[src/hdl/ksa_pkg.sv]
// ----------------------------------------------------------------------------
// Keyed statistics accumulator package
// Field widths, operation codes and the structures passed between the cells
// of the chain and the result stage.
// ----------------------------------------------------------------------------
package ksa_pkg;

  localparam int unsigned OP_W    = 2;
  localparam int unsigned ADDR_W  = 32;
  localparam int unsigned INC_W   = 32;
  localparam int unsigned IDX_W   = 8;
  localparam int unsigned COUNT_W = 9;
  localparam int unsigned RSUM_W  = 64;

  localparam logic [OP_W-1:0] OP_ACCUM = 2'd0;
  localparam logic [OP_W-1:0] OP_READ  = 2'd1;
  localparam logic [OP_W-1:0] OP_CLEAR = 2'd2;

  typedef struct packed {
    logic [OP_W-1:0]   op;
    logic [ADDR_W-1:0] function_address;
    logic [INC_W-1:0]  calls_increment;
    logic [INC_W-1:0]  inclusive_increment;
    logic [INC_W-1:0]  exclusive_increment;
    logic              last_in_batch;
    logic [IDX_W-1:0]  entry_index;
    logic              done;
    logic              new_entry;
    logic              read_valid;
    logic [ADDR_W-1:0] read_address;
    logic [RSUM_W-1:0] read_calls;
    logic [RSUM_W-1:0] read_inclusive;
    logic [RSUM_W-1:0] read_exclusive;
  } ksa_tok_t;

  typedef struct packed {
    logic               new_entry;
    logic               batch_inserted;
    logic               table_full;
    logic [COUNT_W-1:0] entry_count;
    logic               read_valid;
    logic [ADDR_W-1:0]  read_address;
    logic [RSUM_W-1:0]  read_calls;
    logic [RSUM_W-1:0]  read_inclusive;
    logic [RSUM_W-1:0]  read_exclusive;
  } ksa_res_t;

endpackage

[src/hdl/ksa_cell.sv]
// ----------------------------------------------------------------------------
// Keyed statistics accumulator cell
// Holds one entry at a fixed insertion rank. Each transaction is registered as
// it passes through the cell and may match, create, read or clear the entry.
// ----------------------------------------------------------------------------
module ksa_cell #(
  parameter int unsigned KEY_BITS   = 32,
  parameter int unsigned SUM_BITS   = 64,
  parameter int unsigned CELL_INDEX = 0
) (
  input  logic              clk_i,
  input  logic              rst_ni,
  input  logic              adv_i,
  input  logic              vld_i,
  input  ksa_pkg::ksa_tok_t tok_i,
  output logic              vld_o,
  output ksa_pkg::ksa_tok_t tok_o
);
  import ksa_pkg::*;

  logic                vld_q;
  ksa_tok_t            tok_q;
  ksa_tok_t            tok_d;
  logic                used_q;
  logic                used_d;
  logic [KEY_BITS-1:0] key_q;
  logic [KEY_BITS-1:0] key_d;
  logic [SUM_BITS-1:0] calls_q;
  logic [SUM_BITS-1:0] calls_d;
  logic [SUM_BITS-1:0] incl_q;
  logic [SUM_BITS-1:0] incl_d;
  logic [SUM_BITS-1:0] excl_q;
  logic [SUM_BITS-1:0] excl_d;
  logic [KEY_BITS-1:0] tok_key;
  logic                key_hit;
  logic                idx_hit;

  assign tok_key = KEY_BITS'(tok_i.function_address);
  assign key_hit = used_q && (key_q == tok_key);
  assign idx_hit = (32'(tok_i.entry_index) == CELL_INDEX);

  always_comb begin
    tok_d   = tok_i;
    used_d  = used_q;
    key_d   = key_q;
    calls_d = calls_q;
    incl_d  = incl_q;
    excl_d  = excl_q;
    case (tok_i.op)
      OP_ACCUM: begin
        if (!tok_i.done) begin
          if (key_hit) begin
            calls_d    = calls_q + SUM_BITS'(tok_i.calls_increment);
            incl_d     = incl_q + SUM_BITS'(tok_i.inclusive_increment);
            excl_d     = excl_q + SUM_BITS'(tok_i.exclusive_increment);
            tok_d.done = 1'b1;
          end else if (!used_q) begin
            used_d          = 1'b1;
            key_d           = tok_key;
            calls_d         = SUM_BITS'(tok_i.calls_increment);
            incl_d          = SUM_BITS'(tok_i.inclusive_increment);
            excl_d          = SUM_BITS'(tok_i.exclusive_increment);
            tok_d.done      = 1'b1;
            tok_d.new_entry = 1'b1;
          end
        end
      end
      OP_READ: begin
        if (used_q && idx_hit) begin
          tok_d.read_valid     = 1'b1;
          tok_d.read_address   = ADDR_W'(key_q);
          tok_d.read_calls     = RSUM_W'(calls_q);
          tok_d.read_inclusive = RSUM_W'(incl_q);
          tok_d.read_exclusive = RSUM_W'(excl_q);
        end
      end
      OP_CLEAR: begin
        used_d = 1'b0;
      end
      default: begin
      end
    endcase
  end

  always_ff @(posedge clk_i or negedge rst_ni) begin
    if (!rst_ni) begin
      vld_q  <= 1'b0;
      used_q <= 1'b0;
    end else if (adv_i) begin
      vld_q <= vld_i;
      if (vld_i) begin
        used_q <= used_d;
      end
    end
  end

  always_ff @(posedge clk_i) begin
    if (adv_i) begin
      tok_q <= tok_d;
      if (vld_i) begin
        key_q   <= key_d;
        calls_q <= calls_d;
        incl_q  <= incl_d;
        excl_q  <= excl_d;
      end
    end
  end

  assign vld_o = vld_q;
  assign tok_o = tok_q;

endmodule

[config.mk]
export PLATFORM = sky130hd
export DESIGN_NAME = ksa_cell
export DESIGN_NICKNAME = d
export VERILOG_FILES = /design/src/hdl/ksa_pkg.sv /design/src/hdl/ksa_cell.sv
export SDC_FILE = /design/constraint.sdc
export NUM_CORES = 1
export LEC_CHECK = 0
export BUFFER_PORTS_ARGS = -buffer_cell sky130_fd_sc_hd__buf_2
export CAP_MARGIN = 20
export CORE_AREA = 8 8 284 286
export CTS_CLUSTER_SIZE = 20
export DETAILED_ROUTE_END_ITERATION = 16
export DIE_AREA = 0 0 292 294
export GPL_ROUTABILITY_DRIVEN = 0
export PLACE_DENSITY = 0.69
export SYNTH_ARGS = -nofsm -noshare
export SYNTH_HDL_FRONTEND = slang
export SYNTH_SLANG_ARGS = --single-unit
[constraint.sdc]
create_clock -name clk_i -period 26.1 [get_ports clk_i]
set_input_delay 2.61 -clock clk_i [delete_from_list [all_inputs] [get_ports clk_i]]
set_output_delay 2.61 -clock clk_i [all_outputs]
set_load 0.1 [all_outputs]
Word level (Yosys, flattened, before mapping)
Index checks and enable logic that the tools add are counted.

word-level totals
  register bits after elaboration = 592
  input port bits = 370
  output and inout port bits = 367
  logic and storage cells = 56

cells by class
  $add $sub $neg = 3
  eq/ne operators = 6
  multiplexer cells = 16
  bitwise operators = 3
  reduce and logical (&&, ||, !) cells = 8

operators by type and width
  cell                  count
  $mux W225             2
  $mux W64              6
  $add A64 B32 Y64      3
  $eq A32 B32 Y1        1
  $reduce_and A5 Y1     2
  $logic_not A8 Y1      1
  $mux W2               3
  $reduce_and A6 Y1     1
  $mux W1               4
  $ne A2 B2 Y1 const B  2
  $not A1 Y1            3
  $eq A2 B1 Y1 const B  1
  $eq A2 B2 Y1 const B  1
  $logic_and A1 B1 Y1   2
  $logic_not A2 Y1      1
  $ne A2 B1 Y1 const B  1
  $pmux W1 S2           1
  $reduce_bool A2 Y1    1

Depth between registers and ports, before layout
Gate-level depths: netlist (run 1).

  depth in word-level cells = 5
  mapped depth = 13
  gate-level depth less buffers = 12

Worst setup path before layout (run 1)
OpenSTA, ideal clock, no wires.

  kind = input to register
  start = input tok_i[363] (netlist bit)
  end = register calls_q[0], enable pin
  data arrival time = 16,287 ps
  data required time = 25,118 ps
  slack = 8,831 ps
  stages on the path = 6
  path buffers = 0
  cell sequence = xor2_1 -> nor4_1 -> nand4_1 -> nor2_1 -> o21ai_0 -> nor3_1

on the way
  cells in the longest elaborated chain, start to end = 4

ends and longest elaborated chain
  item                                line             source
  from (decl)                         ksa_cell.sv:15   input ksa_pkg::ksa_tok_t tok_i,
  $eq A32 B32 Y1                      ksa_cell.sv:39   assign key_hit = used_q && (key_q == tok_key);
  $logic_and A1 B1 Y1                 ksa_cell.sv:39
  $ne A2 B1 Y1 (no source line)       n/a
  $reduce_and A5 Y1 (no source line)  n/a
  to (signal assigned)                ksa_cell.sv:102  calls_q <= calls_d;
  to (decl)                           ksa_cell.sv:28   logic [SUM_BITS-1:0] calls_q;

No other way between the ends.
A chain may end at the register's enable or synchronous reset.

Final worst setup path (run 1)
  start = input tok_i[339] (netlist bit)
  end = register calls_q[47], enable pin

The elaborated chain is that of the path after synthesis.

==> flow_metrics.env, run 1 <==
export IMPL_clock_root_buffer="clkbuf_16"
export IMPL_synth_ff_type="edfxtp_1"
export IMPL_dpl_hpwl_um=65500
export IMPL_criticalPathCategory="input pin to register"
export IMPL_initialDrtViolationCount=1579
export IMPL_cts_hold_buf=0
export IMPL_synth_area_um2=29200
export IMPL_ys_ff_latch=592
export IMPL_drv_slew=0
export IMPL_hold_ws_ns=0.535
export IMPL_clockBufferDepth=3
export IMPL_ys_seq_area_frac=0.609
export IMPL_die_w_um=292
export IMPL_final_cell_mix="buf_2 (735), edfxtp_1 (590), mux2_2 (228)"
export IMPL_post_cts_buffers=0
export IMPL_finalCritPeriodShare=0.214
export IMPL_worstSetupStartpointType="input pin"
export IMPL_path_cells="buf_2, xor2_1, nor4_1, nand4_1, nor2_1, o21ai_0, nor3_2, buf_12, buf_4"
export IMPL_required_ns=26.30
export IMPL_drive_gt1_frac=0.371
export IMPL_pre_cts_ws_ns=19.93
export IMPL_clkTransAtPathRegs_ns=0.06
export IMPL_syn_nets=2677
export IMPL_powerDensity_nw_per_um2=72.3
export IMPL_drt_pass1_iterations=5
export IMPL_r2r_start="key_q[7]$_DFFE_PP_"
export IMPL_placedInstanceArea_um2=33900
export IMPL_grt_pass1_vias=20817
export IMPL_setup_viol=0
export IMPL_reg2reg_slack_ns=22.26
export IMPL_fmax_mhz=179
export IMPL_critPathCaptureType="register"
export IMPL_grt_ovfl_total=0
export IMPL_port_buffers=736
export IMPL_grt_pass1_wl_um=129000
export IMPL_worstHoldStart="vld_o$_DFFE_PN0P_"
export IMPL_cts_buffers_inserted=67
export IMPL_drv_cap=0
export IMPL_cp_arrival_ns=5.79
export IMPL_fin_skew_ns=0.0316
export IMPL_synth_area_per_cell_um2=13.2
export IMPL_period_needed_ns=5.59
export IMPL_area_growth_pct=23.7
export IMPL_finalNetCount=3413
export IMPL_io_pins=737
export IMPL_synth_edf_count=590
export IMPL_die_area_um2=85800
export IMPL_wl_per_cell_um=21.8
export IMPL_die_y_um=294
export IMPL_remaining_drc_errors=0
export IMPL_antenna_found_initial=9
export IMPL_synthArstFlopShare=0.00338
export IMPL_hp_class="register to register"
export IMPL_htreeDepth=3
export IMPL_ant_nets=0
export IMPL_min_to="vld_o$_DFFE_PN0P_"
export IMPL_drt_wl_total_um=86800
export IMPL_finalHoldViolCount=0
export IMPL_rsz0062_at_grt="false"
export IMPL_cts_resized=0
export IMPL_max_slew_margin=0.317
export IMPL_critPathSlowestCell="buf_4"
export IMPL_cts_tree="done"
export IMPL_total_leakage_power_nw=14.3
export IMPL_routed_via_density=5.26
export IMPL_setup_ws_ns=20.51
export IMPL_clkSinkCount=592
export IMPL_tightest_slew_ns=1.03
export IMPL_grt_max_degree=131
export IMPL_core_area_um2=76400
export IMPL_grt_total_usage=0.191
export IMPL_num_rows=102
export IMPL_cp_slowest_stage_delay_ns=0.81
export IMPL_final_common_cell="buf_2"
export IMPL_worstReg2RegEnd="calls_q[47]$_SDFFCE_PN0P_"
export IMPL_vias=20970
export IMPL_crit_fanout=130
export IMPL_min_path_cells=2
export IMPL_max_vdd_ir_drop_mv=0.0444
export IMPL_fin_util=0.472
export IMPL_worstSkewPairLatency_ns=0.60
export IMPL_fin_area_um2=36100
export IMPL_synthDistinctLibCells=74
export IMPL_status="complete, no violations"
export IMPL_ys_warn_count=0
export IMPL_tns_ns=0
export IMPL_reg2reg_depth=8
export IMPL_start_util=0.381
export IMPL_synth_cells=2208
[cells in the mapped netlist, drive strengths merged, types with 3 or more instances]
| master | instances | area share |
|---|---|---|
| a221oi | 5 | 0.0015 |
| or4 | 4 | 0.0010 |
| a211o | 4 | 0.0012 |
| fa | 3 | 0.0021 |
| o2111ai | 16 | 0.0048 |
| nor2b | 10 | 0.0021 |
| mux2 | 228 | 0.088 |
| nand3 | 48 | 0.0084 |
| edfxtp | 590 | 0.61 |
| nor2 | 149 | 0.019 |
| a21oi | 109 | 0.019 |
| or2 | 4 | 0.00086 |
| nand4 | 27 | 0.0060 |
| nor4 | 22 | 0.0056 |
| xnor2 | 58 | 0.017 |
| a211oi | 14 | 0.0038 |
| a21o | 44 | 0.011 |
| nor4b | 3 | 0.00090 |
| a31oi | 9 | 0.0019 |
| and3 | 30 | 0.0065 |
| buf | 13 | 0.0034 |
| and2 | 7 | 0.0015 |
| o21a | 10 | 0.0028 |
| clkbuf | 71 | 0.0095 |
| a31o | 4 | 0.0012 |
| xor2 | 145 | 0.044 |
| or3 | 12 | 0.0026 |
| ha | 96 | 0.041 |
| nand2 | 179 | 0.023 |
| a41oi | 5 | 0.0021 |
| o31ai | 5 | 0.0013 |
| and4 | 10 | 0.0030 |
| o21bai | 9 | 0.0023 |
| o21ai | 164 | 0.028 |
| inv | 24 | 0.0031 |
| nor3 | 19 | 0.0033 |
| nand2b | 9 | 0.0019 |
| a21boi | 3 | 0.00090 |
| o211ai | 24 | 0.0062 |
[power breakdown]
group / switching [mW] / internal, mW
clock network: 0.394 / 0.550
registers: 0.0161 / 1.10
logic: 0.447 / 0.0993
[how the worst max path moves through the flow]
| stage | start | end | slack (ns) |
|---|---|---|---|
| after floorplan | tok_i[363] | calls_q[0]$_DFFE_PP_ | 8.83 |
| after global placement | tok_i[236] | excl_q[56]$_SDFFCE_PN0P_ | 20.02 |
| after detailed placement | tok_i[236] | excl_q[56]$_SDFFCE_PN0P_ | 19.93 |
| after CTS | tok_i[236] | excl_q[56]$_SDFFCE_PN0P_ | 20.55 |
| after global routing | tok_i[236] | excl_q[56]$_SDFFCE_PN0P_ | 20.23 |
| final | tok_i[339] | calls_q[47]$_SDFFCE_PN0P_ | 20.51 |
[routing by layer]
layer  vias up  track usage  share of wire
met3       127       0.0498          0.076
met4         6       0.0471          0.020
met2       774        0.326           0.49
li1       9891            -              -
met1     10172        0.242           0.41
met5         -            0        0.00046
[flip-flops by register name (all words and copies together), names as in the netlist]
register / flops
tok_o: 366
used_q: 1
calls_q: 64
key_q: 32
incl_q: 64
vld_o: 1
excl_q: 64
[through the flow]
stage / std cells / total power, mW
final: 3987 / 2.61
after global routing: 3983 / 2.69
after CTS: 3983 / 2.63
after detailed placement: 3863 / 1.68
after global placement: 3863 / 1.68
after floorplan: 2208 / 1.56
[kinds of logic (layout without fill, tap and decap cells)]
group | after synthesis | count (layout) | share of synthesized area
xor+xnor | 203 | 203 | 0.0610
compound gates | 441 | 441 | 0.0951
flops | 592 | 592 | 0.609
simple gates | 537 | 537 | 0.0871
other cells | 0 | 4 | 0
fa+ha+maj | 99 | 99 | 0.0433
mux | 228 | 228 | 0.0881
buf+inv | 108 | 895 | 0.0161
[worst max-delay path, delay by kind of cell]
family | cells | cell delay [ns]
AND/OR/NAND/NOR | 4 | 1.07
AO/OA/AOI/OAI | 1 | 0.17
buffers and inverters | 3 | 1.50
XOR/XNOR | 1 | 0.17
[area by class of cell]
| class | instances | area [µm²] |
|---|---|---|
| Clock buffer | 74 | 1720 |
| Antenna cell | 4 | 10.0 |
| Tap cell | 988 | 1240 |
| Inverter | 24 | 90.1 |
| Timing Repair Buffer | 751 | 3830 |
| Fill cell | 6808 | 40400 |
| Clock inverter | 46 | 455 |
| Multi-Input combinational cell | 1508 | 10900 |
| Sequential cell | 592 | 17800 |
No activity file was read; power rests on OpenSTA's default activity.
==> run 2: changes to the inputs <==
ABC_AREA = 1   (was not set)
CORE_AREA = 8 8 283 285   (was 8 8 284 286)
DIE_AREA = 0 0 291 293   (was 0 0 292 294)
PLACE_DENSITY = 0.77   (was 0.69)
clock period = 5.4 ns   (was 26.1 ns; I/O delays follow)
==> flow_metrics.env, run 2 <==
export IMPL_status="complete, no violations"
export IMPL_min_to="tok_o[235]$_DFFE_PP_"
export IMPL_final_cell_mix="nand2_1 (1395), buf_2 (735), inv_1 (630)"
export IMPL_synth_edf_count=590
export IMPL_pre_cts_ws_ns=2.11
export IMPL_ys_ff_latch=592
export IMPL_finalCritPeriodShare=0.549
export IMPL_post_cts_buffers=0
export IMPL_reg2reg_depth=8
export IMPL_antenna_found_initial=10
export IMPL_num_rows=101
export IMPL_synth_area_leaders="edfxtp_1 (51%), nand2_1 (15%), inv_1 (6.8%), nor2_1 (4.0%), ha_1 (3.5%)"
export IMPL_final_common_cell="nand2_1"
export IMPL_ant_nets=0
export IMPL_cts_tree="done"
export IMPL_vias=31019
export IMPL_htreeDepth=3
export IMPL_die_y_um=293
export IMPL_tightest_slew_ns=1.05
export IMPL_worstReg2RegEnd="calls_q[40]$_SDFFCE_PN0P_"
export IMPL_io_pins=737
export IMPL_area_growth_pct=20.8
export IMPL_max_vdd_ir_drop_mv=0.250
export IMPL_start_util=0.458
export IMPL_critPathSlowestCell="a21oi_4"
export IMPL_r2r_start="key_q[30]$_DFFE_PP_"
export IMPL_crit_family="simple AND/OR/NAND/NOR gates"
export IMPL_hp_class="input pin to register"
export IMPL_clock_root_buffer="clkbuf_16"
export IMPL_worstSkewPairLatency_ns=0.61
export IMPL_synth_area_um2=34500
export IMPL_clkSinkCount=592
export IMPL_synth_top_area_share=0.513
export IMPL_tns_ns=0
export IMPL_die_area_um2=85300
export IMPL_cp_arrival_ns=3.19
export IMPL_syn_nets=4571
export IMPL_synthTopCellsByCount="nand2_1 (1395), inv_1 (630), edfxtp_1 (590), nor2_1 (365), nand3_1 (221)"
export IMPL_initialDrtViolationCount=3026
export IMPL_cts_hold_buf=1
export IMPL_routed_via_density=5.26
export IMPL_cts_resized=0
export IMPL_synthArstFlopShare=0.00338
export IMPL_period_needed_ns=2.96
export IMPL_rsz0062_at_grt="false"
export IMPL_fin_skew_ns=0.0428
export IMPL_finalNetCount=5323
export IMPL_drt_pass1_iterations=6
export IMPL_total_leakage_power_nw=19.6
export IMPL_finalHoldViolCount=0
export IMPL_remaining_drc_errors=0
export IMPL_wl_per_cell_um=19.9
export IMPL_dpl_hpwl_um=93000
export IMPL_synth_most_common_cell="nand2_1"
export IMPL_drive_gt1_frac=0.188
export IMPL_fmax_mhz=337
export IMPL_fillCellCount=6684
export IMPL_worstHoldStart="tok_i[235]"
export IMPL_cp_slowest_stage_delay_ns=0.59
export IMPL_grt_pass1_wl_um=174000
export IMPL_required_ns=5.63
export IMPL_drv_cap=0
export IMPL_grt_total_usage=0.263
export IMPL_powerDensity_nw_per_um2=318
export IMPL_synth_cells=4102
export IMPL_largest_reg_flops=366
export IMPL_port_buffers=736
export IMPL_path_cells="xnor2_1, nand2_1, nor2_1, nand2_1, nor2_2, nand2_1, a21oi_4, buf_12"
export IMPL_synth_ff_type="edfxtp_1"
export IMPL_synth_area_leader_cell="edfxtp_1"
export IMPL_ys_warn_count=0
export IMPL_crit_fanout=93
export IMPL_cts_buffers_inserted=69
export IMPL_reg2reg_slack_ns=2.44
export IMPL_critPathCaptureType="register"
export IMPL_clockBufferDepth=3
export IMPL_synthDistinctLibCells=42
export IMPL_ys_seq_area_frac=0.514
export IMPL_crit_top_cell="nand2_1"
export IMPL_max_slew_margin=0.300
export IMPL_criticalPathCategory="register to register"
export IMPL_core_area_um2=75400
export IMPL_grt_pass1_vias=29453
export IMPL_die_w_um=291
export IMPL_setup_viol=0
export IMPL_drv_slew=0
export IMPL_synth_area_per_cell_um2=8.42
export IMPL_grt_max_degree=156
export IMPL_cp_num_buf_inv=1
export IMPL_worstSetupStartpointType="register"
export IMPL_setup_ws_ns=2.44
export IMPL_clkTransAtPathRegs_ns=0.06
export IMPL_min_path_cells=1
export IMPL_grt_ovfl_total=0
export IMPL_drt_wl_total_um=117000
[run 2: cell count changes after synthesis, moves of 46 or more]
| cell | change |
|---|---|
| nand2_1 | +1216 |
| nand3_1 | +174 |
| nor2_1 | +216 |
| inv_1 | +606 |
| mux2_1 | +85 |
| mux2_2 | -188 |
| xor2_1 | -126 |
| clkbuf_1 | -46 |
| o21ai_1 | +78 |
| o21ai_0 | -62 |
| nor3_1 | +49 |
[run 2: how the worst max path moves through the flow]
stage                              startpoint                         to  cells past startpoint
final                     key_q[30]$_DFFE_PP_  calls_q[40]$_SDFFCE_PN0P_                      8
after global routing      key_q[22]$_DFFE_PP_   excl_q[51]$_SDFFCE_PN0P_                      8
after CTS                 key_q[21]$_DFFE_PP_   excl_q[51]$_SDFFCE_PN0P_                      8
after detailed placement                adv_i      calls_q[13]$_DFFE_PP_                      6
after global placement             tok_i[353]      calls_q[16]$_DFFE_PP_                      9
after floorplan                    tok_i[351]       calls_q[0]$_DFFE_PP_                      6
[run 2: routing by layer]
layer	wire length, µm	GRT usage	share of wire	vias to the layer above
met3	11100	0.0562	0.094	284
li1	-	-	-	14887
met1	45200	0.322	0.38	14218
met5	41	0	0.00035	-
met4	5860	0.118	0.050	6
met2	55200	0.446	0.47	1624
[run 2: through the flow]
| stage | std cells | util | hold WS [ns] | area [µm²] | power (mW) |
|---|---|---|---|---|---|
| final | 5896 | 0.553 | 0.110 | 41700 | 13.3 |
| after global routing | 5888 | 0.553 | 0.0797 | 41700 | 13.6 |
| after CTS | 5886 | 0.553 | 0.0629 | 41700 | 13.3 |
| after detailed placement | 5760 | 0.520 | 0.340 | 39300 | 8.31 |
| after global placement | 5760 | 0.520 | 0.339 | 39300 | 8.28 |
| after floorplan | 4102 | - | 0.244 | 34500 | 7.62 |
[run 2: where the power goes]
group / total (mW) / internal (mW) / switching [mW]
clock network: 5.03 / 3.01 / 2.01
logic: 2.82 / 0.489 / 2.33
registers: 5.40 / 5.32 / 0.0864
[run 2: cell type report]
| class | instances | area [µm²] | area share |
|---|---|---|---|
| flip-flops and latches | 592 | 17800 | 0.426 |
| multi-input cells | 2814 | 14100 | 0.337 |
| repair buffers | 746 | 3860 | 0.0925 |
| inverters | 631 | 2370 | 0.0568 |
| clock buffers | 78 | 1800 | 0.0432 |
| well taps | 978 | 1220 | 0.0293 |
| clock inverters | 47 | 633 | 0.0152 |
| diodes | 10 | 25.0 | 0.000600 |
[run 2: cell families after synthesis]
kind of cell    Yosys count  share of synthesized area
simple gates           2150                      0.253
buf+inv                 696                     0.0796
flops                   592                      0.514
compound gates          348                     0.0522
mux                     127                     0.0416
fa+ha+maj                99                     0.0365
xor+xnor                 90                     0.0228
