--- src/hdl/ksa_pkg.sv ---
// ----------------------------------------------------------------------------
// Keyed statistics accumulator package
// Field widths, operation codes and the structures passed between the cells
// of the chain and the result stage.
// ----------------------------------------------------------------------------
package ksa_pkg;

  localparam int unsigned OP_W    = 2;
  localparam int unsigned ADDR_W  = 32;
  localparam int unsigned INC_W   = 32;
  localparam int unsigned IDX_W   = 8;
  localparam int unsigned COUNT_W = 9;
  localparam int unsigned RSUM_W  = 64;

  localparam logic [OP_W-1:0] OP_ACCUM = 2'd0;
  localparam logic [OP_W-1:0] OP_READ  = 2'd1;
  localparam logic [OP_W-1:0] OP_CLEAR = 2'd2;

  typedef struct packed {
    logic [OP_W-1:0]   op;
    logic [ADDR_W-1:0] function_address;
    logic [INC_W-1:0]  calls_increment;
    logic [INC_W-1:0]  inclusive_increment;
    logic [INC_W-1:0]  exclusive_increment;
    logic              last_in_batch;
    logic [IDX_W-1:0]  entry_index;
    logic              done;
    logic              new_entry;
    logic              read_valid;
    logic [ADDR_W-1:0] read_address;
    logic [RSUM_W-1:0] read_calls;
    logic [RSUM_W-1:0] read_inclusive;
    logic [RSUM_W-1:0] read_exclusive;
  } ksa_tok_t;

  typedef struct packed {
    logic               new_entry;
    logic               batch_inserted;
    logic               table_full;
    logic [COUNT_W-1:0] entry_count;
    logic               read_valid;
    logic [ADDR_W-1:0]  read_address;
    logic [RSUM_W-1:0]  read_calls;
    logic [RSUM_W-1:0]  read_inclusive;
    logic [RSUM_W-1:0]  read_exclusive;
  } ksa_res_t;

endpackage

--- src/hdl/ksa_exit.sv ---
// ----------------------------------------------------------------------------
// Keyed statistics accumulator result stage
// Keeps the entry count and the batch flag, forms each result and holds it in
// the output register until the transaction completes.
// ----------------------------------------------------------------------------
module ksa_exit #(
  parameter int unsigned ENTRIES = 256
) (
  input  logic              clk_i,
  input  logic              rst_ni,
  input  logic              vld_i,
  input  ksa_pkg::ksa_tok_t tok_i,
  input  logic              out_ready_i,
  output logic              adv_o,
  output logic              out_valid_o,
  output ksa_pkg::ksa_res_t res_o
);
  import ksa_pkg::*;

  localparam int unsigned CountW = $clog2(ENTRIES + 1);

  logic              out_vld_q;
  ksa_res_t          res_q;
  ksa_res_t          res_d;
  logic [CountW-1:0] count_q;
  logic [CountW-1:0] count_d;
  logic              seen_q;
  logic              seen_d;
  logic              seen_after;

  assign adv_o      = !out_vld_q || out_ready_i;
  assign seen_after = seen_q || tok_i.new_entry;

  always_comb begin
    res_d   = '0;
    count_d = count_q;
    seen_d  = seen_q;
    case (tok_i.op)
      OP_ACCUM: begin
        res_d.new_entry  = tok_i.new_entry;
        res_d.table_full = !tok_i.done;
        if (tok_i.new_entry) begin
          count_d = count_q + CountW'(1);
        end
        if (tok_i.last_in_batch) begin
          res_d.batch_inserted = seen_after;
          seen_d               = 1'b0;
        end else begin
          seen_d = seen_after;
        end
      end
      OP_READ: begin
        res_d.read_valid     = tok_i.read_valid;
        res_d.read_address   = tok_i.read_address;
        res_d.read_calls     = tok_i.read_calls;
        res_d.read_inclusive = tok_i.read_inclusive;
        res_d.read_exclusive = tok_i.read_exclusive;
      end
      OP_CLEAR: begin
        count_d = '0;
        seen_d  = 1'b0;
      end
      default: begin
      end
    endcase
    res_d.entry_count = COUNT_W'(count_d);
  end

  always_ff @(posedge clk_i or negedge rst_ni) begin
    if (!rst_ni) begin
      out_vld_q <= 1'b0;
      count_q   <= '0;
      seen_q    <= 1'b0;
    end else if (adv_o) begin
      out_vld_q <= vld_i;
      if (vld_i) begin
        count_q <= count_d;
        seen_q  <= seen_d;
      end
    end
  end

  always_ff @(posedge clk_i) begin
    if (adv_o && vld_i) begin
      res_q <= res_d;
    end
  end

  assign out_valid_o = out_vld_q;
  assign res_o       = res_q;

`ifndef SYNTHESIS
  a_count_bound: assert property (@(posedge clk_i) disable iff (!rst_ni)
    count_q <= CountW'(ENTRIES))
    else $error("Entry count exceeds the table size.");

  a_full_only_when_full: assert property (@(posedge clk_i) disable iff (!rst_ni)
    (out_vld_q && res_q.table_full) |-> (count_q == CountW'(ENTRIES)))
    else $error("Table full reported while a slot was free.");

  a_new_not_full: assert property (@(posedge clk_i) disable iff (!rst_ni)
    (out_vld_q && res_q.new_entry) |-> (!res_q.table_full && !res_q.read_valid))
    else $error("New entry flagged together with full or read result.");
`endif

endmodule

--- config.mk ---
export PLATFORM = sky130hd
export DESIGN_NAME = ksa_exit
export DESIGN_NICKNAME = d
export VERILOG_FILES = /design/src/hdl/ksa_pkg.sv /design/src/hdl/ksa_exit.sv
export SDC_FILE = /design/constraint.sdc
export NUM_CORES = 1
export LEC_CHECK = 0
export ABC_AREA = 0
export BUFFER_PORTS_ARGS = -buffer_cell sky130_fd_sc_hd__buf_4
export CELL_PAD_IN_SITES_DETAIL_PLACEMENT = 1
export CELL_PAD_IN_SITES_GLOBAL_PLACEMENT = 1
export CORE_AREA = 10 10 226 228
export CTS_CLUSTER_DIAMETER = 30
export DETAILED_ROUTE_END_ITERATION = 6
export DIE_AREA = 0 0 236 238
export PLACE_DENSITY_LB_ADDON = 0.1
export SYNTH_ARGS = -nofsm -noshare
export SYNTH_HDL_FRONTEND = slang
export SYNTH_SLANG_ARGS = --single-unit
export TNS_END_PERCENT = 30
--- constraint.sdc ---
create_clock -name clk_i -period 15.1 [get_ports clk_i]
set_input_delay 3.02 -clock clk_i [delete_from_list [all_inputs] [get_ports clk_i]]
set_output_delay 3.02 -clock clk_i [all_outputs]
set_load 0.01 [all_outputs]
# Yosys cells after proc, flatten, opt, wreduce, memory -nomap -nowiden
# Cells that the tools add are included.
# Widths: inputs -> output; s select.
# word_totals
ff_bits	248
input_bits	370
output_inout_bits	239
word_cells	29
# op_classes
addsub	1
n_eq_ne	2
n_mux	4
n_reduce_logical	10
# ops
cell	n
$pmux 9 s2	1
$add 9x1->9 const B	1
$mux 9	1
$reduce_and 2->1	2
$reduce_and 3->1	1
$eq 2x1->1 const B	1
$eq 2x2->1 const B	1
$logic_not 1->1	2
$logic_not 2->1	1
$logic_or 1x1->1	2
$pmux 1 s2	1
$reduce_bool 2->1	1
$logic_and 1x1->1	1
$mux 1	1

# Longest topological paths before layout
# Gate-level depths: netlist of run 1.
# logic_depth
ltp_word	3
ltp_mapped	6
ltp_nobuf	5

# Least setup slack after synthesis of run 1
# OpenSTA, ideal clock, no wires.
# synth_path
path_kind	input-to-reg
start	input port out_ready_i
end	register count_q[5]
arrival_ps	8838
path_slack_ps	6136
stages	5
cell_sequence	nand2b_1 nand2_1 inv_1 o21ai_0 a22o_1
# synth_between
elab_chain_len	2
# synth_lines
item	line	rtl
start, declared	ksa_exit.sv:13	input logic out_ready_i,
$logic_or 1x1->1	ksa_exit.sv:31	assign adv_o = !out_vld_q || out_ready_i;
$reduce_and 2->1 (no source line)	--	
end signal, assigned	ksa_exit.sv:77	count_q <= count_d;
end, declared	ksa_exit.sv:25	logic [CountW-1:0] count_q;
# Every way passes these cells.
# A chain may end at the register's enable or synchronous reset.

# Worst setup path in the final report of run 1
# layout_path
start	input port out_ready_i
end	output port adv_o
# layout_between
elab_chain_len	1
# layout_lines
item	line	rtl
$logic_or 1x1->1	ksa_exit.sv:31	
end, declared	ksa_exit.sv:14	output logic adv_o,
# Every way passes these cells.

==> results.yml, run 1 <==
outcome:
  status: "finished clean"
cts:
  clkTransAtPathRegs_ns: 0.04
  cts_hold_buf: 0
  cts_buffers: 83
  cts_tree: "done"
  clk_latency_ns: 0.59
  cts_setup_buffers: 0
  cts-root-buf: "clkbuf_16"
  htreeDepth: 3
  clock_path_buffers: 3
  cts_num_sinks: 248
  cts_resized: 0
critical_path:
  cp-start-kind: "primary input"
  path_cells: "buf_4 -> nand2b_1 -> buf_4"
  cpMostUsedCell: "buf_4"
  crit_type: "in2out"
  worstPathRequired_ns: 12.08
  cp_max_fo: 6
  cp.arrival_ns: 3.52
  max_stage_delay_ns: 0.21
  crit_path_top_delay_cell: "nand2b_1"
  end_kind: "output port"
placement:
  place_congestion: 0.698
  hpwl_um: 27000
  io_buffers: 472
min_path:
  hold_class: "reg2reg"
synth:
  yosysTopAreaCell: "edfxtp_1"
  syn_inst: 591
  synth_edf_count: 237
  syn-num-nets: 962
  avgSynthCellArea_sq_um: 16.0
  synth-main-ff-cell: "edfxtp_1"
  synth_cell_types: 37
  synth.top_cell.area_share_pct: 75.1
  synth_area_leaders: "edfxtp_1 75%, and2_1 15%, dfrtp_1 2.9%"
  syn-cell-area_sq_mm: 0.00948
  ys_seq_elements: 248
  seq_area_frac_synth_pct: 78.0
  async_reset_ff_share_pct: 4.44
  synth_warnings: 0
final_layout:
  num-fill-cells: 4944
  areaGrowthSynthToFinish_pct: 71.5
  layout-drive-gt1-share_pct: 51.1
  layout.nets: 1491
floorplan:
  io-pin-count: 609
  dieArea_sq_mm: 0.0562
  die_h_um: 238
  initial_core_util_pct: 20.5
  row_count: 79
  coreArea_sq_mm: 0.0464
  die_x_um: 236
routing:
  dr.first_iter.drc_count: 262
  avgRoutedWirePerCell_um: 20.8
  wl_um: 37300
  vias: 6924
  drt-pass1-iter-count: 4
  route.detailed.drc: 0
  post_drt_via_cell_ratio: 3.86
  antenna_left: 0
sta:
  drv_slew: 0
  worst_pin_slew_ns: 0.994
  layout_worst_path_cycle_share_pct: 43.3
  final_hold_viol_count: 0
  rsz0062_at_grt: "false"
  hold_slack_ns: 0.497
  setup_viol: 0
  tns_ns: 0
  period_needed_ns: 6.54
  fmax_mhz: 153
  max_slew_margin_pct: 33.7
  fin_skew_ns: 0.0127
global_routing:
  grt_max_degree: 106
  grt.total_usage_pct: 12.7
  grt_pass1_vias: 7404
  grt_antenna_before_repair: 5
  grt_overflow: 0
  grt_pass1_wl_um: 52500
power_and_ir_drop:
  leakage_nw: 6.93
  p_per_area_mw_per_mm2: 158
  ir_worst_vdd_v: 0.0000912
job:
  maxCapViolations: 0
cell usage after synthesis (2+ instances only):
master	count
buf_2	3
nor3_1	5
nand3_1	3
inv_1	5
a21oi_1	6
xnor2_1	3
mux2i_1	2
and2_1	226
xor2_1	3
edfxtp_1	237
nor3b_1	2
nand2b_1	2
o21ai_0	10
nand4_4	2
a31oi_1	3
nor2_1	10
o31ai_1	3
dfrtp_1	11
nor2b_1	3
clkbuf_1	24
or3_1	2
buf_4	3
nand2_1	9
sequential cells by signal (all words and copies together) (netlist names):
register,cells
res_o,237
seen_q,1
count_q,9
out_valid_o,1
critical path: cells and delay by family:
| family | cells | cell delay [ns] |
|---|---|---|
| buffers and inverters | 2 | 0.28 |
| and+or+nand+nor | 1 | 0.21 |
power breakdown:
| part | internal, mW | total, mW | switching (mW) | leakage (nW) |
|---|---|---|---|---|
| clock network | 1.09 | 1.56 | 0.473 | 1.26 |
| registers | 0.806 | 0.824 | 0.0189 | 2.49 |
| logic | 0.101 | 0.194 | 0.0937 | 3.18 |
metrics by stage:
step	area, sq um	power, mW	instances	utilization [%]	setup WS [ns]
3_3_place_gp	13700	1.03	1642	29.5	8.56
6_report	16300	2.58	1793	35.1	8.56
2_1_floorplan	9480	0.915	591	-	6.14
4_1_cts	16300	2.63	1791	35.1	8.56
3_5_place_dp	13700	1.04	1642	29.5	8.56
5_1_grt	16300	2.69	1791	35.1	8.52
cell type report:
class | count | area [sq um] | share of cell area (%)
Clock buffer | 99 | 2160 | 13.3
Tap cell | 607 | 759 | 4.67
Sequential cell | 248 | 7390 | 45.5
Timing Repair Buffer | 476 | 3570 | 22.0
Clock inverter | 50 | 413 | 2.54
Multi-Input combinational cell | 306 | 1930 | 11.9
Inverter | 5 | 26.3 | 0.162
Antenna cell | 2 | 5.00 | 0.0308
metal layers:
metal | wire length [um] | track usage (%) | up-vias
met5 | 47 | 0 | -
met4 | 833 | 5.48 | 6
met3 | 4520 | 7.69 | 67
met2 | 18000 | 20.5 | 330
met1 | 13900 | 13.1 | 3338
li1 | - | - | 3183
final timing paths:
path / start / end / slack, ns / cells after the start
worst max-delay path: out_ready_i / adv_o / 8.56 / 3
worst min-delay path: seen_q / seen_q / 0.50 / 2
worst max register to register: out_valid_o / res_o[138] / 12.26 / 4
worst min register to register: seen_q / seen_q / 0.50 / 2
max in group asynchronous: rst_ni / count_q[8] / 12.65 / 1
min in group asynchronous: rst_ni / count_q[7] / 2.28 / 1
cells in the final DEF (no fill, tap or decap), types with 3 or more instances in the layout:
master and instances:
edfxtp_1 237, nor3_1 5, dfrtp_1 11, o21ai_0 10, xnor2_1 3, clkbuf_1 14
nand2_1 9, nand3_1 3, bufinv_16 5, inv_1 4, o31ai_1 3, inv_6 4
a31oi_1 3, clkinv_1 14, buf_4 476, nor2_1 10, clkbuf_16 83, xor2_1 3
clkinvlp_4 4, clkinv_2 19, a21oi_1 6, and2_1 226
cells by family after synthesis:
group                      after synthesis  synth area share, %
xor gates and xnor gates                 6                0.554
adders and majority gates                1                0.132
and+or+nand+nor                        271                 17.8
buffers and inverters                   37                 1.72
AOI/OAI and AO/OA                       26                 1.61
DFF                                    248                 78.0
muxes                                    2                0.211
Note: power is estimated with default switching activity, not from simulation.
==> run 2: changes to the inputs <==
CORE_AREA = 10 10 227 229   (was 10 10 226 228)
DIE_AREA = 0 0 237 239   (was 0 0 236 238)
clock period = 5.6 ns   (was 15.1 ns; I/O delays follow)
==> run 2 against run 1 <==
Against the previous run: clock-buffer cell count rose by 5; critical path type unchanged; final cell count fell by 0.17%; first-iteration DRC count shrank 12%; flip-flop and latch count unchanged; non-clock buffer count is 1 higher; utilization decreased by 1.0 points; largest power group unchanged; global-route usage is 0.37 points lower; via count fell by 1.1%; clock skew about the same.
==> results.yml, run 2 (synthesis gave the netlist of run 1 again) <==
outcome:
  status: "finished clean"
floorplan:
  io-pin-count: 609
  die_h_um: 239
  row_count: 80
  dieArea_sq_mm: 0.0566
  die_x_um: 237
  coreArea_sq_mm: 0.0471
  initial_core_util_pct: 20.1
placement:
  io_buffers: 472
  pre_cts_ws_ns: 2.39
  hpwl_um: 26200
  place_congestion: 0.693
  dpl_cell_area_sq_mm: 0.0137
sta:
  hold_slack_ns: 0.383
  max_slew_margin_pct: 31.1
  drv_slew: 0
  period_needed_ns: 2.74
  tns_ns: 0
  rsz0062_at_grt: "false"
  fin_skew_ns: 0.0132
  setup_slack_ns: 2.86
  fmax_mhz: 365
  layout_worst_path_cycle_share_pct: 48.9
  setup_viol: 0
  worst_pin_slew_ns: 1.03
  final_hold_viol_count: 0
routing:
  post_drt_via_cell_ratio: 3.83
  avgRoutedWirePerCell_um: 20.3
  antenna_left: 0
  route.detailed.drc: 0
  wl_um: 36300
  drt-pass1-iter-count: 4
  vias: 6849
  dr.first_iter.drc_count: 230
cts:
  clk_latency_ns: 0.57
  cts_setup_buffers: 0
  cts_hold_buf: 0
  cts_buffers: 78
  cts_num_sinks: 248
  clkTransAtPathRegs_ns: 0.04
  htreeDepth: 3
  cts-root-buf: "clkbuf_16"
  cts_resized: 0
  cts_tree: "done"
  clock_path_buffers: 3
power_and_ir_drop:
  seq_power_share_pct: 33.8
  clock_power_share_pct: 58.2
  leakage_nw: 6.81
  ir_worst_vdd_v: 0.000264
  p_sw_mw: 1.49
  p_per_area_mw_per_mm2: 410
  switching_share_pct: 22.6
  internal_power_mw: 5.09
  comb_power_share_pct: 8.0
critical_path:
  crit_path_top_delay_cell: "nand2b_1"
  cp-start-kind: "primary input"
  cp.arrival_ns: 1.62
  end_kind: "output port"
  worstPathRequired_ns: 4.48
  crit_buf_inv: 2
  cp_max_fo: 6
  path_cells: "buf_4 -> nand2b_1 -> buf_4"
  cpMostUsedCell: "buf_4"
  cp_top_family: "buffers and inverters"
  crit_type: "in2out"
  max_stage_delay_ns: 0.21
final_layout:
  num-fill-cells: 5023
  layout.nets: 1487
  seqCellArea_sq_mm: 0.00739
  layout-drive-gt1-share_pct: 50.3
  areaGrowthSynthToFinish_pct: 69.2
  layout_common_cells: "476 x buf_4, 237 x edfxtp_1, 226 x and2_1"
  diodes: 0
  largest_reg_flops: 237
  final_common_cell: "buf_4"
  fin_area_sq_mm: 0.0160
  multi_input_area_sq_mm: 0.00193
global_routing:
  grt_pass1_wl_um: 51500
  grt.total_usage_pct: 12.3
  grt_antenna_before_repair: 0
  grt_max_degree: 143
  grt_pass1_vias: 7496
  grt_overflow: 0
job:
  maxCapViolations: 0
min_path:
  hold_class: "in2async"
## run 2: cell types whose count changed in the layout (fill, tap and decap cells not counted), sizes merged
cell | previous run | this run
clkbuf | 99 | 104
diode | 2 | 0
bufinv | 5 | 1
clkinv | 37 | 26
buf | 476 | 477
## run 2: layer usage
layer	global-route usage [%]	up-vias	share of wire, %
li1	-	3164	-
met1	13.0	3325	37
met2	19.9	311	49
met3	6.89	49	12
met4	5.31	0	2.1
met5	0	-	0
## run 2: final timing paths
path,slack [ns],cells after the start,startpoint,to
min in group clk_i,0.50,2,seen_q,seen_q
hold reg to reg,0.50,2,seen_q,seen_q
hold / removal,0.38,1,rst_ni,out_valid_o
setup reg to reg,3.28,4,out_valid_o,res_o[208]
max in group asynchronous,5.05,1,rst_ni,count_q[5]
setup / recovery,2.86,3,out_ready_i,adv_o
## run 2: layout make-up
type | count | share of cell area (%)
well taps | 615 | 4.80
clock buffers | 104 | 13.2
repair buffers | 477 | 22.4
multi-input cells | 306 | 12.1
flip-flops and latches | 248 | 46.1
inverters | 5 | 0.140
clock inverters | 35 | 1.31
## run 2: per-stage QoR
stage | total power [mW] | std cells | utilization [%]
final | 6.58 | 1790 | 34.0
after global routing | 6.89 | 1790 | 34.0
after CTS | 6.72 | 1790 | 34.0
after detailed placement | 2.79 | 1651 | 29.1
after global placement | 2.79 | 1651 | 29.1
after floorplan | 2.46 | 591 | -
## run 2: power by group through the flow
| stage | clock network (mW) | registers [mW] | logic [mW] |
|---|---|---|---|
| after floorplan | 0 | 2.30 | 0.163 |
| after global placement | 0 | 2.25 | 0.538 |
| after detailed placement | 0 | 2.25 | 0.541 |
| after CTS | 3.95 | 2.23 | 0.542 |
| after global routing | 4.07 | 2.24 | 0.577 |
| final | 3.83 | 2.22 | 0.523 |
==> run 3: changes to the inputs <==
clock period = 2.35 ns   (was 5.6 ns; I/O delays follow)
==> run 3 against run 2 <==
Against the previous run: sequential share of layout area fell by 0.88 points; final area rose by 1.9%; highest routed layer is now met5; clock power rose to 2.5 times the previous value; utilization rose by 0.66 points; sequential power rose by 140%; register-to-register slack got worse by 2.7 ns; final cell count rose by 0.67%; critical endpoint is now count_q[6]; largest cell class unchanged; flip-flop and latch count did not move; non-clock buffer count rose by 8; wire length rose by 3.3%; critical path type is now reg2reg; global-route usage rose by 0.39 points; die area did not move.
==> results.yml, run 3 (synthesis gave the netlist of run 1 again) <==
outcome:
  status: "finished clean"
sta:
  final_hold_viol_count: 0
  worst_pin_slew_ns: 0.625
  layout_worst_path_cycle_share_pct: 73.9
  fin_skew_ns: 0.0199
  setup_slack_ns: 0.613
  max_slew_margin_pct: 58.2
  setup_viol: 0
  drv_slew: 0
  fmax_mhz: 576
  rsz0062_at_grt: "false"
  period_needed_ns: 1.74
placement:
  place_congestion: 0.708
  pre_cts_ws_ns: 0.513
  hpwl_um: 27900
  io_buffers: 472
critical_path:
  crit_type: "reg2reg"
  ff2ff_setup_slack_ns: 0.61
  reg2reg_depth: 5
  cp_max_fo: 10
  crit_path_top_delay_cell: "dfrtp_1"
  regToRegStartpoint: "count_q[0]"
  cp-start-kind: "flop"
  path_cells: "ha_1 -> and4b_4 -> nand4_4 -> or3_1 -> o21ai_1"
  max_stage_delay_ns: 0.57
  critPathLaunch: "count_q[0]"
  end_kind: "flop"
  r2r-end: "count_q[6]"
  cp.arrival_ns: 2.22
  cp_top_family: "simple AND/OR/NAND/NOR gates"
  crit_buf_inv: 0
  worstPathRequired_ns: 2.84
final_layout:
  layout-drive-gt1-share_pct: 50.4
  layout.nets: 1496
  diodes: 0
  areaGrowthSynthToFinish_pct: 72.5
  layout_common_cells: "476 x buf_4, 237 x edfxtp_1, 226 x and2_1"
  final_common_cell: "buf_4"
  largest_reg_flops: 237
cts:
  cts_buffers: 79
  clock_path_buffers: 3
  cts_tree: "done"
  clkTransAtPathRegs_ns: 0.04
  cts_setup_buffers: 0
  cts-root-buf: "clkbuf_16"
  cts_num_sinks: 248
  htreeDepth: 3
  clk_latency_ns: 0.58
job:
  maxCapViolations: 0
power_and_ir_drop:
  ir_worst_vdd_v: 0.000595
  p_per_area_mw_per_mm2: 996
  power_mw: 16.3
  leakage_nw: 6.96
floorplan:
  coreArea_sq_mm: 0.0471
  initial_core_util_pct: 20.1
  die_x_um: 237
  dieArea_sq_mm: 0.0566
  row_count: 80
  io-pin-count: 609
  die_h_um: 239
global_routing:
  top_usage_layer: "met2"
  grt_antenna_before_repair: 1
  grt.total_usage_pct: 12.7
  grt_pass1_vias: 7485
  grtUsageMet3_pct: 6.37
  grt_pass1_wl_um: 52900
  grt_max_degree: 88
  grt_use_met2_pct: 20.7
  grt_overflow: 0
  gr-usage-met1_pct: 13.8
routing:
  drt-pass1-iter-count: 5
  vias: 6942
  avgRoutedWirePerCell_um: 20.8
  antenna_left: 0
  wl_um: 37500
  post_drt_via_cell_ratio: 3.85
  dr.first_iter.drc_count: 230
  route.detailed.drc: 0
min_path:
  hold_end: "out_valid_o"
  min_path_cells: 3
  worstHoldStart: "vld_i"
  hold_class: "in2reg"
==> run 3: stage by stage <==
step	hold WS [ns]	instances	instance area [sq um]	util, %	TNS [ns]
finish	0.166	1802	16400	34.7	0
detailed placement	0.328	1658	13900	29.4	0
CTS	0.117	1802	16400	34.7	0
floorplan	0.174	591	9500	-	-549.32
global route	0.133	1802	16400	34.7	0
global placement	0.327	1658	13900	29.4	0
==> run 3: final cells by class <==
cell class / count / area (sq um)
Multi-Input combinational cell: 306 / 1950
Timing Repair Buffer: 485 / 3740
Sequential cell: 248 / 7390
Inverter: 5 / 22.5
Clock inverter: 43 / 337
Tap cell: 615 / 769
Fill cell: 5018 / 30800
Clock buffer: 100 / 2140
==> run 3: what timing repair did <==
action                                 4_1_cts  5_1_grt
gates resized for setup                      0        0
hold buffers                                 1        0
endpoints found under the hold margin       11        0
==> run 3: worst max-delay path by stage <==
stage | to | cells past startpoint
finish | count_q[6] | 5
global route | count_q[6] | 5
CTS | count_q[6] | 5
detailed placement | res_o[66] | 6
global placement | res_o[163] | 6
floorplan | res_o[0] | 3
==> run 3: power by group <==
group | total (mW) | internal (mW) | leakage (nW) | switching, mW
clock | 9.70 | 6.85 | 1.21 | 2.85
sequential | 5.30 | 5.17 | 2.49 | 0.124
combinational | 1.29 | 0.682 | 3.25 | 0.606
==> run 3: worst reg2reg max path, delay by kind of cell (launching register included) <==
family	cells	cell delay, ns
AO/OA/AOI/OAI	1	0.08
adder cells (fa/ha/maj)	1	0.23
flip-flops	1	0.57
AND/OR/NAND/NOR	3	0.78
==> run 3: layer usage <==
layer,up-vias,part of all wire (%)
li1,3186,-
met1,3379,38
met2,305,49
met3,70,10
met4,2,2.5
met5,-,0.035
